<file path="src/design/ccds_pkg.sv">
// Package for the cone cost disk stamp block: grid geometry, command codes,
// register indexes and the front-to-back job record. No dependencies.
package ccds_pkg;

    localparam int GRID_W      = 256;
    localparam int GRID_H      = 256;
    localparam int MAX_RADIUS  = 15;
    localparam int LETHAL_COST = 254;
    localparam int COST_CAP    = 252;

    localparam int COL_W  = $clog2(GRID_W);
    localparam int ROW_W  = $clog2(GRID_H);
    localparam int ADDR_W = COL_W + ROW_W;
    localparam int MAPW_W = 9;
    localparam int RAD_W  = $clog2(MAX_RADIUS + 1);
    localparam int OFS_W  = RAD_W + 2;
    localparam int Q_DEPTH = 2;

    typedef enum logic [1:0] {
        CMD_STAMP = 2'd0,
        CMD_READ  = 2'd1,
        CMD_CLEAR = 2'd2,
        CMD_NONE  = 2'd3
    } t_cmd;

    typedef enum logic [2:0] {
        REG_ORIGIN_X = 3'd0,
        REG_ORIGIN_Y = 3'd1,
        REG_CPM      = 3'd2,
        REG_RADIUS   = 3'd3,
        REG_RSQ      = 3'd4,
        REG_INV_R    = 3'd5,
        REG_MAP_W    = 3'd6,
        REG_MAP_H    = 3'd7
    } t_reg;

    // Classified job handed from front to back.
    typedef struct packed {
        t_cmd             op;
        logic             off_map;
        logic [COL_W-1:0] col;
        logic [ROW_W-1:0] row;
        logic             in_map;
    } t_job;

endpackage

</file>
<file path="src/design/ccds_if.sv">
// Valid/ready channel interfaces for the cone cost disk stamp block.
// No dependencies.
interface ccds_in_if;
    logic               valid;
    logic               ready;
    logic [1:0]         cmd;
    logic signed [31:0] cone_x;
    logic signed [31:0] cone_y;
    logic [7:0]         cell_col;
    logic [7:0]         cell_row;
    modport source (output valid, cmd, cone_x, cone_y, cell_col, cell_row, input ready);
    modport sink   (input valid, cmd, cone_x, cone_y, cell_col, cell_row, output ready);
endinterface


</file>
<file path="src/design/ccds_front.sv">
// Front end: accepts items and maps a cone to its cell through difference,
// multiply and bound-check states. Depends on ccds_pkg.
module ccds_front (
    input  logic                 i_clk,
    input  logic                 i_rst_n,
    ccds_in_if.sink              in_ch,
    input  logic signed [31:0]   i_origin_x,
    input  logic signed [31:0]   i_origin_y,
    input  logic [15:0]          i_cpm,
    input  logic [8:0]           i_used_w,
    input  logic [8:0]           i_used_h,
    output logic                 o_job_valid,
    input  logic                 i_job_ready,
    output ccds_pkg::t_job       o_job
);
    import ccds_pkg::*;

    typedef enum logic [2:0] {S_IDLE, S_DIFF, S_MUL, S_CHECK, S_OUT} t_state;

    t_state             r_state;
    t_job               r_job;
    logic signed [31:0] r_cx, r_cy;
    logic signed [32:0] r_dx, r_dy;
    logic [48:0]        r_px, r_py;

    logic [24:0] w_cx, w_cy;
    logic        w_offx, w_offy;

    assign in_ch.ready = (r_state == S_IDLE);
    assign o_job_valid = (r_state == S_OUT);
    assign o_job       = r_job;

    assign w_cx   = r_px[48:24];
    assign w_cy   = r_py[48:24];
    assign w_offx = r_dx[32] || (w_cx >= {16'd0, i_used_w});
    assign w_offy = r_dy[32] || (w_cy >= {16'd0, i_used_h});

    // Stamps: difference, multiply, bound check, hand over; others: hand over.
    always_ff @(posedge i_clk) begin
        if (!i_rst_n) begin
            r_state <= S_IDLE;
        end else begin
            case (r_state)
                S_IDLE: begin
                    if (in_ch.valid) begin
                        r_job.op  <= t_cmd'(in_ch.cmd);
                        r_job.off_map <= 1'b0;
                        r_job.col <= in_ch.cell_col[COL_W-1:0];
                        r_job.row <= in_ch.cell_row[ROW_W-1:0];
                        r_job.in_map <= ({1'b0, in_ch.cell_col} < i_used_w) &&
                                        ({1'b0, in_ch.cell_row} < i_used_h);
                        r_cx <= in_ch.cone_x;
                        r_cy <= in_ch.cone_y;
                        r_state <= (t_cmd'(in_ch.cmd) == CMD_STAMP) ? S_DIFF : S_OUT;
                    end
                end
                S_DIFF: begin
                    r_dx <= 33'(r_cx) - 33'(i_origin_x);
                    r_dy <= 33'(r_cy) - 33'(i_origin_y);
                    r_state <= S_MUL;
                end
                S_MUL: begin
                    r_px <= 49'(r_dx[31:0]) * 49'(i_cpm);
                    r_py <= 49'(r_dy[31:0]) * 49'(i_cpm);
                    r_state <= S_CHECK;
                end
                S_CHECK: begin
                    r_job.off_map <= w_offx || w_offy;
                    r_job.col <= w_cx[COL_W-1:0];
                    r_job.row <= w_cy[ROW_W-1:0];
                    r_state <= S_OUT;
                end
                S_OUT: begin
                    if (i_job_ready) r_state <= S_IDLE;
                end
                default: r_state <= S_IDLE;
            endcase
        end
    end
endmodule

</file>
<file path="src/flat_wrapper.sv">
// flat-port wrapper written by rule: the top's interface ports become plain ports
module ccds_front_flat import ccds_pkg::*;
  (i_clk, i_rst_n, i_origin_x, i_origin_y, i_cpm, i_used_w, i_used_h, o_job_valid, i_job_ready, o_job, in_ch_valid, in_ch_cmd, in_ch_cone_x, in_ch_cone_y, in_ch_cell_col, in_ch_cell_row, in_ch_ready);
  ccds_in_if in_ch_i ();
  input  logic i_clk;
  input  logic i_rst_n;
  input  logic signed [31:0] i_origin_x;
  input  logic signed [31:0] i_origin_y;
  input  logic [15:0] i_cpm;
  input  logic [8:0] i_used_w;
  input  logic [8:0] i_used_h;
  output logic o_job_valid;
  input  logic i_job_ready;
  output ccds_pkg::t_job o_job;
  input wire logic [$bits(in_ch_i.valid)-1:0] in_ch_valid;
  input wire logic [$bits(in_ch_i.cmd)-1:0] in_ch_cmd;
  input wire logic [$bits(in_ch_i.cone_x)-1:0] in_ch_cone_x;
  input wire logic [$bits(in_ch_i.cone_y)-1:0] in_ch_cone_y;
  input wire logic [$bits(in_ch_i.cell_col)-1:0] in_ch_cell_col;
  input wire logic [$bits(in_ch_i.cell_row)-1:0] in_ch_cell_row;
  output wire logic [$bits(in_ch_i.ready)-1:0] in_ch_ready;
  assign in_ch_i.valid = in_ch_valid;
  assign in_ch_i.cmd = in_ch_cmd;
  assign in_ch_i.cone_x = in_ch_cone_x;
  assign in_ch_i.cone_y = in_ch_cone_y;
  assign in_ch_i.cell_col = in_ch_cell_col;
  assign in_ch_i.cell_row = in_ch_cell_row;
  assign in_ch_ready = in_ch_i.ready;
  ccds_front u_core (.i_clk(i_clk), .i_rst_n(i_rst_n), .in_ch(in_ch_i), .i_origin_x(i_origin_x), .i_origin_y(i_origin_y), .i_cpm(i_cpm), .i_used_w(i_used_w), .i_used_h(i_used_h), .o_job_valid(o_job_valid), .i_job_ready(i_job_ready), .o_job(o_job));
endmodule
</file>
<file path="config.mk">
export PLATFORM = sky130hd
export DESIGN_NAME = ccds_front_flat
export DESIGN_NICKNAME = d
export VERILOG_FILES = /design/src/design/ccds_pkg.sv /design/src/design/ccds_if.sv /design/src/design/ccds_front.sv /design/src/flat_wrapper.sv
export SDC_FILE = /design/constraint.sdc
export NUM_CORES = 2
export LEC_CHECK = 0
export BUFFER_PORTS_ARGS = -buffer_cell sky130_fd_sc_hd__buf_2
export CORE_MARGIN = 2
export CORE_UTILIZATION = 54
export DETAILED_ROUTE_END_ITERATION = 16
export HOLD_SLACK_MARGIN = 0.03
export PLACE_DENSITY = 0.82
export SLEW_MARGIN = 10
export SYNTH_ARGS = -nofsm -noshare
export SYNTH_HDL_FRONTEND = slang
export SYNTH_SLANG_ARGS = --single-unit
</file>
<file path="constraint.sdc">
create_clock -name i_clk -period 12.1 [get_ports i_clk]
set_input_delay 0.605 -clock i_clk [delete_from_list [all_inputs] [get_ports i_clk]]
set_output_delay 0.605 -clock i_clk [all_outputs]
set_load 0.01 [all_outputs]
</file>
==> reports/qor.log <==
qor: status.run_status completed
qor: timing.setup_viol 0
qor: clock_tree.cts_post_setup_buffers_inserted 0
qor: die.site_row_count 101
qor: setup_path.timing.setup.critical_path_class in2reg
qor: synth.async_reset_ff_share 0%
qor: placement.place.detailed.hpwl 75,200 um
qor: cells_and_area.insertedDiodeCount 0
qor: setup_path.critical_path_arrival 7.95 ns
qor: power.power.share.sequential 11.3%
qor: die.pin_count 206
qor: timing.finalCriticalPeriod 7.66 ns
qor: grt.first_global_vias 32,780
qor: synth.netlist.area_leader.share 40.5%
qor: synth.postSynth.topFlopCell edfxtp_1
qor: route.drt_iter0_drc 2,137
qor: grt.grt_usage 27.0%
qor: setup_path.cell_type_of_the_slowest_stage_on_the_worst_timing_path buf_2
qor: die.die_height 281 um
qor: power.internal_power 4950 uW
qor: timing.tightest_slew 1.16 ns
qor: synth.ys_top_cells_by_count inv_1, fa_1, nand2_1, and2_1, ha_1
qor: synth.ys_seq_elements 201
qor: die.die_area 0.0787 mm^2
qor: clock_tree.clock_latency 0.57 ns
qor: cells_and_area.stdcell_count 5,440
qor: synth.postSynthNetCount 5,728
qor: power.power.combinational.fraction 81.6%
qor: die.floorplan.initialDensity 54.5%
qor: run.max_cap_violations 0
qor: clock_tree.cts_sinks 201
qor: timing.finalSetupTns 0 ns
qor: route.drt.antenna.violating_nets 0
qor: setup_path.most_frequent_cell_on_critical_path fa_1
qor: synth.yosysWarningCount 0
qor: synth.synth_top_cells_by_area fa_1, edfxtp_1, ha_1
qor: clock_tree.clock_path_buffers 3
qor: grt.grt_max_degree 65
qor: grt.globalRouteOverflowTotal 0
qor: placement.place_inst 5,395
qor: synth.synthesis.area 0.0413 mm^2
qor: route.dr.pass1.iters 6
qor: timing.slew_violations 0
qor: setup_path.critical_path.startpoint_type input pin
qor: setup_path.required 12.39 ns
qor: die.placeableCoreArea 0.0758 mm^2
qor: route.finalWirelength 102,000 um
qor: synth.synth.distinct_cells 70
qor: cells_and_area.layout-drive-gt1-share 6.70%
qor: cells_and_area.fillerInstances 6,399
qor: synth.syn-instance-count 4,378
qor: clock_tree.cts_made_buffers 25
qor: timing.clock.fmax 0.130 GHz
qor: route.avgRoutedWirePerCell 18.7 um
qor: cells_and_area.layout-area-overhead-vs-synth 6.11%
qor: clock_tree.cts_tree done
qor: route.route.vias.total 30,097
qor: clock_tree.postCtsResizedCells 0
qor: timing.timing.max_slew.rel_slack 21.9%
qor: synth.synth_top_cell_by_area fa_1
qor: power.power_density 234 mW/mm^2
qor: synth.synth_seq_area_share 14.5%
qor: clock_tree.cts.reportedPaths.clkPinSlew 0.06 ns
qor: grt.grt_pass1_wl 167,000 um
qor: timing.period_share 63.3%
qor: route.route.detailed.vias_per_inst 5.53
qor: power.leakagePower 0.0218 uW
qor: power.switching_share 51.7%
qor: synth.post-synth-top-count-cell inv_1
qor: min_path.min-delay-path-class in2reg
qor: power.worst_ir_drop_vdd 0.379 mV
qor: setup_path.crit_chain buf_2 -> buf_4 -> nand2_1 -> fa_1 -> inv_1 -> fa_1 -> fa_1 -> fa_1 -> fa_1 -> inv_1 -> fa_1 -> inv_1 -> ha_1 -> a21o_1 -> a21o_1 -> a221oi_1 -> a311oi_1 -> o311ai_1 -> a211oi_1 -> o21ai_1 -> nand2_1 -> a221oi_2 -> xnor2_1
qor: synth.synth-edff-count 198
qor: synth.avg_synthesized_cell_area 9.43 um^2
qor: die.die_x 281 um
qor: setup_path.cp_slowest_stage_delay 0.68 ns
qor: timing.clock-skew-final 0.0307 ns
qor: clock_tree.htree_levels 1
qor: placement.portbufs 205
qor: placement.routabilityCongestion 0.956
qor: route.drc_errors 0
qor: clock_tree.ctsRootBufferMaster clkbuf_16
qor: clock_tree.cts_hold_buf 0
qor: setup_path.path_max_fanout 33
qor: timing.report.final.hold_viol_count 0
qor: cells_and_area.finish.net_count 5,794
qor: timing.rsz_0062_raised_after_global_routing false
qor: power.net-switching-power 5290 uW
qor: setup_path.critical_path.endpoint_type flip-flop
qor: power.pwr-share-clk 7.2%
qor: grt.initial_antenna_violation_count 1
==> metrics by stage <==
stage                     setup slack, ns  hold slack, ns  cell area [um^2]  total power [uW]  utilization, %
after CTS                            4.64           0.181             43800             10200            57.8
after detailed placement             4.11           0.567             43000              9390            56.7
final                                4.44           0.207             43800             10200            57.8
after global placement               4.22           0.555             43000              9190            56.7
after global routing                 4.14           0.188             43800             11300            57.8
after floorplan                      5.30           0.526             41300              7270               -
==> sequential cells by signal (all words and copies together) (netlist names) <==
signal	cells
u_core.r_cy	32
u_core.r_cx	32
u_core.r_state	3
u_core.r_px	24
u_core.r_py	24
u_core.o_job	20
u_core.r_dy	33
u_core.r_dx	33
==> cells in the final DEF (no fill, tap or decap), types with 15 or more instances in the layout <==
cell type / synthesis / final
a21oi_1: 107 / 107
and2_1: 427 / 427
a31oi_1: 17 / 17
edfxtp_1: 198 / 198
nor2b_1: 18 / 18
a21o_1: 94 / 94
nand2b_1: 21 / 21
nor2_1: 65 / 65
clkbuf_16: 0 / 25
buf_4: 0 / 29
and3_1: 21 / 20
ha_1: 330 / 330
nand2_1: 677 / 677
xnor2_1: 71 / 71
buf_2: 4 / 202
fa_1: 836 / 836
xor2_1: 33 / 33
nand4_1: 16 / 16
inv_1: 989 / 989
o21ai_0: 76 / 76
nand3_1: 30 / 30
nor3_1: 19 / 19
a211oi_1: 15 / 15
==> routing by layer <==
layer | GRT usage, % | up-vias | part of all wire [%]
li1 | - | 13338 | -
met1 | 34.6 | 15031 | 37
met2 | 44.6 | 1455 | 48
met3 | 5.40 | 271 | 10
met4 | 11.6 | 2 | 4.8
met5 | 0 | - | 0.0069
==> path summary, 6_finish.rpt <==
check                                                from                        end  slack [ns]  cells after the start
worst min-delay path                     in_ch_cone_x[31]  u_core.r_cx[31]$_DFFE_PP_        0.21                      1
worst max register to register   u_core.r_dy[6]$_DFFE_PP_  u_core.r_py[47]$_DFFE_PP_        4.74                     21
worst min register to register  u_core.r_py[27]$_DFFE_PP_  u_core.o_job[4]$_DFFE_PP_        0.57                      2
worst max-delay path                             i_cpm[9]  u_core.r_py[47]$_DFFE_PP_        4.44                     23
==> power groups by stage <==
stage / sequential, uW / clock, uW / combinational, uW
after detailed placement: 1170 / 0 / 8220
after global routing: 1160 / 774 / 9380
after CTS: 1150 / 751 / 8290
final: 1150 / 732 / 8350
after floorplan: 1140 / 0 / 6130
after global placement: 1170 / 0 / 8020
==> cell families after synthesis <==
group / after synthesis / synth area share (%)
compound gates: 400 / 6.42
xor+xnor: 104 / 2.21
fa+ha+maj: 1166 / 50.5
buf+inv: 1181 / 10.7
flops: 201 / 14.5
mux: 1 / 0.0242
simple gates: 1325 / 15.5
==> area by class of cell <==
type	count	area (um^2)	area share (%)
Multi-Input combinational cell	2996	30800	70.4
Sequential cell	201	6010	13.7
Inverter	989	3710	8.47
Timing Repair Buffer	231	1230	2.80
Tap cell	978	1220	2.79
Clock buffer	31	658	1.50
Clock inverter	14	130	0.297
==> critical path, delay by kind of cell <==
| family | cells | cell delay [ns] |
|---|---|---|
| AO/OA/AOI/OAI | 8 | 2.20 |
| adder cells (fa/ha/maj) | 7 | 3.31 |
| buffers and inverters | 5 | 1.41 |
| XOR/XNOR | 1 | 0.10 |
| AND/OR/NAND/NOR | 2 | 0.27 |
Power figures use the tool's default switching activity.
