==> config.mk <==
export PLATFORM = sky130hd
export DESIGN_NAME = ccds_queue
export DESIGN_NICKNAME = d
export VERILOG_FILES = /design/src/design/ccds_pkg.sv /design/src/design/ccds_queue.sv
export SDC_FILE = /design/constraint.sdc
export NUM_CORES = 1
export LEC_CHECK = 0
export BUFFER_PORTS_ARGS = -buffer_cell sky130_fd_sc_hd__buf_2
export CAP_MARGIN = 10
export CORE_ASPECT_RATIO = 1.5
export CORE_MARGIN = 3
export CORE_UTILIZATION = 46
export DETAILED_ROUTE_END_ITERATION = 10
export PLACE_DENSITY_LB_ADDON = 0.12
export SETUP_SLACK_MARGIN = 0.4
export SKIP_CTS_REPAIR_TIMING = 1
export SLEW_MARGIN = 20
export SYNTH_ARGS = -nofsm -noshare
export SYNTH_HDL_FRONTEND = slang
export SYNTH_SLANG_ARGS = --single-unit
==> constraint.sdc <==
create_clock -name i_clk -period 1.81 [get_ports i_clk]
set_clock_uncertainty 0.2 [all_clocks]
set_input_delay 0.2715 -clock i_clk [delete_from_list [all_inputs] [get_ports i_clk]]
set_output_delay 0.2715 -clock i_clk [all_outputs]
set_load 0.005 [all_outputs]
==> src/design/ccds_pkg.sv <==
// Package for the cone cost disk stamp block: grid geometry, command codes,
// register indexes and the front-to-back job record. No dependencies.
package ccds_pkg;

    localparam int GRID_W      = 256;
    localparam int GRID_H      = 256;
    localparam int MAX_RADIUS  = 15;
    localparam int LETHAL_COST = 254;
    localparam int COST_CAP    = 252;

    localparam int COL_W  = $clog2(GRID_W);
    localparam int ROW_W  = $clog2(GRID_H);
    localparam int ADDR_W = COL_W + ROW_W;
    localparam int MAPW_W = 9;
    localparam int RAD_W  = $clog2(MAX_RADIUS + 1);
    localparam int OFS_W  = RAD_W + 2;
    localparam int Q_DEPTH = 2;

    typedef enum logic [1:0] {
        CMD_STAMP = 2'd0,
        CMD_READ  = 2'd1,
        CMD_CLEAR = 2'd2,
        CMD_NONE  = 2'd3
    } t_cmd;

    typedef enum logic [2:0] {
        REG_ORIGIN_X = 3'd0,
        REG_ORIGIN_Y = 3'd1,
        REG_CPM      = 3'd2,
        REG_RADIUS   = 3'd3,
        REG_RSQ      = 3'd4,
        REG_INV_R    = 3'd5,
        REG_MAP_W    = 3'd6,
        REG_MAP_H    = 3'd7
    } t_reg;

    // Classified job handed from front to back.
    typedef struct packed {
        t_cmd             op;
        logic             off_map;
        logic [COL_W-1:0] col;
        logic [ROW_W-1:0] row;
        logic             in_map;
    } t_job;

endpackage

==> src/design/ccds_queue.sv <==
// Short job queue between front and back ends. Depends on ccds_pkg.
module ccds_queue (
    input  logic           i_clk,
    input  logic           i_rst_n,
    input  logic           i_wr_valid,
    output logic           o_wr_ready,
    input  ccds_pkg::t_job i_wr_job,
    output logic           o_rd_valid,
    input  logic           i_rd_ready,
    output ccds_pkg::t_job o_rd_job
);
    import ccds_pkg::*;

    localparam int PW = $clog2(Q_DEPTH);

    t_job          r_mem [Q_DEPTH];
    logic [PW-1:0] r_wp, r_rp;
    logic [PW:0]   r_cnt;
    logic          w_wr, w_rd;

    assign o_wr_ready = (r_cnt < (PW+1)'(Q_DEPTH));
    assign o_rd_valid = (r_cnt != '0);
    assign o_rd_job   = r_mem[r_rp];
    assign w_wr = i_wr_valid && o_wr_ready;
    assign w_rd = o_rd_valid && i_rd_ready;

    always_ff @(posedge i_clk) begin
        if (w_wr) r_mem[r_wp] <= i_wr_job;
    end

    // Pointers and fill count.
    always_ff @(posedge i_clk) begin
        if (!i_rst_n) begin
            r_wp <= '0;
            r_rp <= '0;
            r_cnt <= '0;
        end else begin
            if (w_wr) r_wp <= r_wp + 1'b1;
            if (w_rd) r_rp <= r_rp + 1'b1;
            r_cnt <= r_cnt + (PW+1)'(w_wr) - (PW+1)'(w_rd);
        end
    end
endmodule

==> flow_summary.json, run 1 <==
{
  "place_congestion": 0.670,
  "worst_hold_path_type": "in2reg",
  "io_pins": 46,
  "numCtsBuffers": 5,
  "drtIter0Drc": 14,
  "final_max_slew_viol_count": 0,
  "setup_tns_ps": 0,
  "gr-total-overflow": 0,
  "syn-cell-area_um2": 1690,
  "die_area_um2": 4440,
  "critPathRequiredTime_ps": 1340,
  "ys_seq_elements": 45,
  "critical_path_arrival_ps": 1260,
  "ys_seq_area_share_pct": 77.2,
  "ys.warnings.count": 0,
  "drv_cap": 0,
  "drt-wirelength-per-cell_um": 15.0,
  "track_usage_pct": 12.5,
  "p_seq_share_pct": 48.8,
  "critPathCaptureType": "output pin",
  "crit_path_max_fanout": 5,
  "antenna_found_initial": 0,
  "worstMarginPinSlew_ps": 287,
  "routed_wl_um": 3140,
  "finalHoldViolations": 0,
  "synth_cell_types": 22,
  "core-area_um2": 3450,
  "tritoncts": "done",
  "p_comb_share_pct": 30.4,
  "rsz0062_at_grt": "true",
  "cellLeakagePower_nw": 1.02,
  "p_int_mw": 2.07,
  "p_sw_uw": 628,
  "worst_slack_ps": 76.3,
  "finalSetupViolations": 0,
  "post_drt_via_cell_ratio": 4.93,
  "place_area_um2": 2000,
  "cts_max_level": 2,
  "cts.clk_slew.worst_paths_ps": 70,
  "power_frac_clock_pct": 20.8,
  "clock_latency_ps": 280,
  "pre_cts_ws_ps": 238,
  "peakVddDrop_v": 0.000723,
  "syn_inst": 89,
  "nNetsFinal": 191,
  "grt_pass1_wl_um": 4130,
  "hpwl_um": 1860,
  "rows": 26,
  "antenna_cells": 0,
  "worstSetupPathType": "reg2out",
  "synth_top_family_by_area": "multiplexers",
  "max_freq_ghz": 0.577,
  "synth.area.mux_share_pct": 13.4,
  "cts_max_path_buffers": 2,
  "p_per_area_nw_per_um2": 1050,
  "drive_gt1_share_pct": 53.9,
  "dr.pass1.iters": 3,
  "syn_avg_cell_area_um2": 18.9,
  "min_period_ps": 1730,
  "max_slew_margin_pct": 80.8,
  "synth_fa_ha_area_share_pct": 0.742,
  "clock_sinks": 45,
  "swShare_pct": 23.3,
  "io_buffers": 45,
  "startpoint_type": "register",
  "finalPower_mw": 2.70,
  "synthToLayoutAreaGrowth_pct": 53.0,
  "grt_max_degree": 21,
  "ctsRootBufferMaster": "clkbuf_8",
  "yosys.area_share.xor_xnor_pct": 0.520,
  "die_w_um": 55.4,
  "status": "finished, final reports clean",
  "vias": 1030,
  "synth_nets": 114,
  "drcViolationCount": 0,
  "die_h_um": 80.1,
  "yosys.area_share.simple_pct": 5.42,
  "initial_core_util_pct": 48.9,
  "stdcell_area_um2": 2580,
  "finalCritPeriodShare_pct": 95.8,
  "drtAntennaViolNets": 0,
  "grt_pass1_vias": 904,
  "synth-compound-area-share_pct": 1.93
}
state kept, by name, summed over array words and instances, names as in the netlist, named ones only:
signal and count:
r_cnt 2, r_wp 1, r_mem 40, r_rp 1
power by group through the flow:
stage	clock, mW	sequential [mW]	combinational, mW
after floorplan	0	1.30	0.294
after global routing	0.627	1.33	0.877
after detailed placement	0	1.31	0.498
final	0.561	1.32	0.819
after CTS	0.586	1.29	0.501
after global placement	0	1.31	0.490
placed cells by master (no fill, tap or decap), drive strengths merged:
master	netlist	routed
clkbuf	0	8
and3b	1	1
and2	4	4
dfxtp	5	5
xnor2	1	1
nand2b	1	1
or2	1	1
clkinv	0	1
o21a	1	1
ha	1	1
nor2	1	1
nand3	1	1
nor3	1	1
and4bb	1	1
edfxtp	40	40
o21ai	3	3
and3	1	1
nor2b	1	1
mux2	20	20
a21oi	2	2
buf	2	51
dlygate4sd3	0	20
inv	1	1
per-stage QoR:
stage               util (%)  cells  hold WS [ps]
floorplan                  -     89           170
global placement        58.1    177           262
detailed placement      58.1    177           263
CTS                     60.4    185         -43.1
global route            74.8    209          47.6
finish                  74.8    209          60.3
final timing paths:
kind	to	slack (ps)	from	depth (start not counted)
min	r_cnt[0]	60	i_rst_n	2
max	o_rd_job[2]	80	register	3
min reg2reg	register	380	r_rp	2
max reg2reg	r_cnt[1]	400	r_cnt[0]	6
worst max-delay path, stage by stage (launching register included):
cell       delay, ps
dfxtp_4          390
clkbuf_16        160
mux2_4           300
buf_6            120
synthesized netlist by cell type, drive strengths merged:
cell,instances,area share [%]
dfxtp,5,5.9
and4bb,1,0.74
inv,1,0.22
o21a,1,0.45
a21oi,2,0.59
xnor2,1,0.52
o21ai,3,0.89
nand2b,1,0.37
and3,1,0.45
or2,1,0.37
buf,2,0.59
and3b,1,0.52
mux2,20,13
and2,4,1.5
nor3,1,0.59
nand3,1,0.30
nor2,1,0.22
edfxtp,40,71
nor2b,1,0.37
ha,1,0.74
cell type report:
cell class	instances	area, µm²
clock inverter	1	3.75
multi-input combinational	41	482
sequential	45	1310
clock buffer	7	76.3
timing repair buffer	72	648
inverter	1	3.75
fill	228	870
tap	42	52.6
layer usage:
| layer | track usage [%] | vias up | wire, µm |
|---|---|---|---|
| met1 | 13.5 | 502 | 1190 |
| met3 | 5.14 | 6 | 129 |
| met4 | 7.30 | 0 | 61 |
| li1 | - | 495 | - |
| met5 | 0 | - | 0 |
| met2 | 20.6 | 27 | 1760 |
cells by family (layout without fill, tap and decap cells):
kind of cell | count (synthesis) | count (layout)
adders and majority gates | 1 | 1
DFF | 45 | 45
and+or+nand+nor | 13 | 13
muxes | 20 | 20
AOI/OAI and AO/OA | 6 | 6
buffers and inverters | 3 | 81
xor gates and xnor gates | 1 | 1
Power figures use the tool's default switching activity.
==> run 2, diff against run 1 <==
- CORE_MARGIN: 3 -> 1
- HOLD_SLACK_MARGIN: not set -> 0.1
==> run 2 against run 1 <==
  * Largest cell class unchanged
  * Register-to-register slack better by 20 ps
  * Sequential share of layout area shrank 0.074 points
  * Cell count increased by 0.96%
==> flow_summary.json, run 2 (synthesis results as in run 1) <==
{
  "critical_path_arrival_ps": 1260,
  "core-area_um2": 3450,
  "reg_top3": "r_mem (40), r_cnt (2)",
  "synthToLayoutAreaGrowth_pct": 53.2,
  "worst_slack_ps": 75.9,
  "seqCellArea_um2": 1310,
  "rrSetupSlack_ps": 420,
  "ctsRootBufferMaster": "clkbuf_8",
  "tritoncts": "done",
  "stdcell_area_um2": 2580,
  "finalCritPeriodShare_pct": 95.8,
  "drtIter0Drc": 21,
  "vias": 1028,
  "rr_startpoint": "r_cnt[0]",
  "die_h_um": 76.1,
  "drt-wirelength-per-cell_um": 14.6,
  "largest_reg_flops": 40,
  "track_usage_pct": 15.5,
  "place_congestion": 0.647,
  "initial_core_util_pct": 48.9,
  "grt_use_met1_pct": 18.0,
  "cellLeakagePower_nw": 1.02,
  "crit_path_max_fanout": 8,
  "routed_wl_um": 3090,
  "grt_pass1_wl_um": 4400,
  "slowest_delay_ps": 390,
  "die_area_um2": 3910,
  "cp_cell_sequence": "buf_8 > mux2_4 > buf_6",
  "worst_hold_path_type": "in2reg",
  "max_slew_margin_pct": 81.2,
  "grt_pass1_vias": 964,
  "min_period_ps": 1730,
  "max_freq_ghz": 0.577,
  "p_per_area_nw_per_um2": 1060,
  "critPathCaptureType": "output pin",
  "antenna_found_initial": 0,
  "status": "finished, final reports clean",
  "nNetsFinal": 193,
  "cts.clk_slew.worst_paths_ps": 70,
  "rows": 26,
  "critPathRequiredTime_ps": 1340,
  "cts_max_path_buffers": 2,
  "grt_use_met2_pct": 24.9,
  "io_pins": 46,
  "final_max_slew_viol_count": 0,
  "startpoint_type": "register",
  "fillCellCount": 228,
  "drtAntennaViolNets": 0,
  "finalSetupViolations": 0,
  "die_w_um": 51.4,
  "hold_slack_ps": 277,
  "hpwl_um": 1940,
  "drv_cap": 0,
  "post_drt_via_cell_ratio": 4.87,
  "worstMarginPinSlew_ps": 282,
  "place_area_um2": 2000,
  "drive_gt1_share_pct": 53.8,
  "layout_common_cells": "edfxtp_1 (40), buf_2 (25), dlygate4sd3_1 (21), buf_6 (21), mux2_4 (20)",
  "numCtsBuffers": 5,
  "clock_sinks": 45,
  "finalHoldViolations": 0,
  "io_buffers": 45,
  "antenna_cells": 0,
  "worstSetupPathType": "reg2out",
  "rsz0062_at_grt": "true",
  "peakVddDrop_v": 0.000891,
  "hp-start": "i_wr_valid",
  "gr-max-usage-layer": "met2",
  "grtUsageMet3_pct": 5.99,
  "crit_slowest_cell": "dfxtp_4",
  "cts_max_level": 2,
  "final_common_cell": "edfxtp_1",
  "gr-total-overflow": 0,
  "drcViolationCount": 0,
  "clock_latency_ps": 290,
  "multi_input_area_um2": 477,
  "largest_register": "r_mem",
  "dr.pass1.iters": 3,
  "grt_max_degree": 21,
  "pre_cts_ws_ps": 263
}
## run 2: stage by stage
step	util, %	total power [mW]	setup TNS (ps)	instances
finish	74.9	2.74	0	211
global route	74.9	2.87	0	211
CTS	60.6	2.43	-17.3	186
detailed placement	58.0	1.81	0	178
global placement	58.0	1.79	0	178
floorplan	-	1.60	0	89
## run 2: layer usage
layer,up-vias,wire length (µm),part of all wire (%)
li1,499,-,-
met1,497,1220,40
met2,28,1700,55
met3,4,128,4.1
met4,0,33,1.1
met5,-,0,0
## run 2: area by class of cell
cell class | instances | area share [%]
Timing Repair Buffer | 74 | 25.0
Tap cell | 42 | 2.03
Sequential cell | 45 | 50.8
Multi-Input combinational cell | 41 | 18.5
Clock buffer | 8 | 3.49
Inverter | 1 | 0.145
## run 2: final timing paths
path | to | cells after the start
worst max-delay path | o_rd_job[7] | 3
worst min-delay path | r_wp | 4
worst max register to register | r_cnt[1] | 6
worst min register to register | r_rp | 2
## run 2: report_power, final
group	leakage (nW)	switching (mW)	internal (mW)
Combinational	0.562	0.286	0.535
Clock	0.0455	0.297	0.311
Sequential	0.417	0.0548	1.26
## run 2: critical path, delay by kind of cell, from the launching register on
family	cells	cell delay, ps
flip-flops	1	390
multiplexers	1	310
buffers and inverters	2	270
==> run 3, diff against run 2 <==
- CELL_PAD_IN_SITES_DETAIL_PLACEMENT: not set -> 1
- CELL_PAD_IN_SITES_GLOBAL_PLACEMENT: not set -> 1
- CORE_UTILIZATION: 46 -> 38
==> run 3 against run 2 <==
  * Clock power is 5.3% lower
  * Critical path depth is the same
  * Via count increased by 0.88%
  * Sequential share of layout area is 0.51 points lower
  * Critical endpoint is now o_rd_job[12]
  * Wire length is 12% higher
  * Sequential cell count stayed put
  * Worst hold slack improved by 18 ps
==> flow_summary.json, run 3 (synthesis results as in run 1) <==
{
  "status": "finished, final reports clean",
  "critPathRequiredTime_ps": 1340,
  "initial_core_util_pct": 39.7,
  "clock_latency_ps": 290,
  "worst_slack_ps": 66.0,
  "critPathCaptureType": "output pin",
  "cts_max_path_buffers": 2,
  "min_period_ps": 1740,
  "die_w_um": 56.4,
  "p_per_area_nw_per_um2": 1050,
  "timing.rr.end": "r_cnt[1]",
  "wl_met2_um": 1930,
  "hp-start": "i_rd_ready",
  "drt-wirelength-per-cell_um": 16.2,
  "post_drt_via_cell_ratio": 4.87,
  "largest_register": "r_mem",
  "place_congestion": 0.615,
  "worstSetupPathType": "reg2out",
  "synthToLayoutAreaGrowth_pct": 54.8,
  "peakVddDrop_v": 0.000725,
  "max_slew_margin_pct": 79.8,
  "drcViolationCount": 0,
  "grt_max_degree": 22,
  "hpwl_um": 2080,
  "setup_tns_ps": 0,
  "tritoncts": "done",
  "cts.clk_slew.worst_paths_ps": 80,
  "drive_gt1_share_pct": 54.5,
  "final_max_slew_viol_count": 0,
  "drv_cap": 0,
  "grt_pass1_wl_um": 4950,
  "worst_hold_path_type": "in2reg",
  "critical_path_arrival_ps": 1270,
  "worstMarginPinSlew_ps": 303,
  "core-area_um2": 4250,
  "track_usage_pct": 14.4,
  "largest_reg_flops": 40,
  "gr-total-overflow": 0,
  "grt_pass1_vias": 1008,
  "m1WireLength_um": 1350,
  "antenna_cells": 0,
  "hold_depth": 4,
  "drtIter0Drc": 12,
  "wl_met3_um": 114,
  "numCtsBuffers": 5,
  "rsz0062_at_grt": "true",
  "rows": 29,
  "hold_slack_ps": 295,
  "rrSetupSlack_ps": 370,
  "io_buffers": 45,
  "cts_max_level": 2,
  "finalPower_mw": 2.75,
  "io_pins": 46,
  "highest_layer": "met4",
  "die_area_um2": 4710,
  "worstRegToRegCells": 5,
  "rr_startpoint": "r_cnt[0]",
  "pre_cts_ws_ps": 235,
  "finalHoldViolations": 0,
  "nNetsFinal": 191,
  "dr.pass1.iters": 4,
  "crit_path_max_fanout": 7,
  "die_h_um": 83.6,
  "ctsRootBufferMaster": "clkbuf_8",
  "final_common_cell": "edfxtp_1",
  "startpoint_type": "register",
  "clock_sinks": 45,
  "reg_top3": "r_mem (40), r_cnt (2)",
  "antenna_found_initial": 0,
  "cellLeakagePower_nw": 1.02,
  "routed_wl_um": 3450,
  "finalCritPeriodShare_pct": 96.4,
  "finalSetupViolations": 0,
  "layout_common_cells": "edfxtp_1 (40), buf_2 (24), buf_6 (23)",
  "drtAntennaViolNets": 0,
  "max_freq_ghz": 0.573,
  "vias": 1037
}
==> run 3: cell types whose count changed in the layout (fill, tap and decap cells not counted), moves of 2 or more <==
cell / before / now
clkinv_1: 0 / 2
clkbuf_1: 2 / 0
buf_4: 4 / 0
buf_6: 21 / 23
==> run 3: how the worst max path moves through the flow <==
stage	slack, ps	to	startpoint	cells past startpoint
finish	70	o_rd_job[12]	register	3
global route	20	o_rd_job[12]	register	3
floorplan	410	r_cnt[1]	r_cnt[0]	6
global placement	290	r_mem[1][5]	i_wr_valid	2
CTS	-20	o_rd_job[13]	register	3
detailed placement	240	r_mem[1][5]	i_wr_valid	2
==> run 3: through the flow <==
stage | instance area [µm²] | util, % | std cells
after floorplan | 1700 | - | 89
final | 2610 | 61.5 | 213
after CTS | 2090 | 49.1 | 190
after global placement | 2000 | 47.2 | 182
after global routing | 2610 | 61.5 | 213
after detailed placement | 2000 | 47.2 | 182
==> run 3: where the power goes <==
part	leakage (nW)	internal (mW)	switching, mW
Clock	0.0430	0.260	0.316
Sequential	0.417	1.26	0.0630
Combinational	0.565	0.557	0.291
==> run 3: critical path: stages (launching register included) <==
cell	delay, ps
dfxtp_4	400
buf_8	150
mux2_4	310
buf_6	120
==> run 3: area by class of cell <==
type / instances / area [µm²]
timing repair buffer: 72 / 659
fill: 380 / 1640
multi-input combinational: 41 / 492
inverter: 1 / 6.26
clock buffer: 5 / 68.8
clock inverter: 3 / 12.5
sequential: 45 / 1310
tap: 46 / 57.6
==> run 3: per-layer routing <==
metal | up-vias | global-route usage, %
met3 | 6 | 4.81
met1 | 512 | 14.0
met5 | - | 0
met4 | 0 | 6.43
li1 | 492 | -
met2 | 27 | 26.8
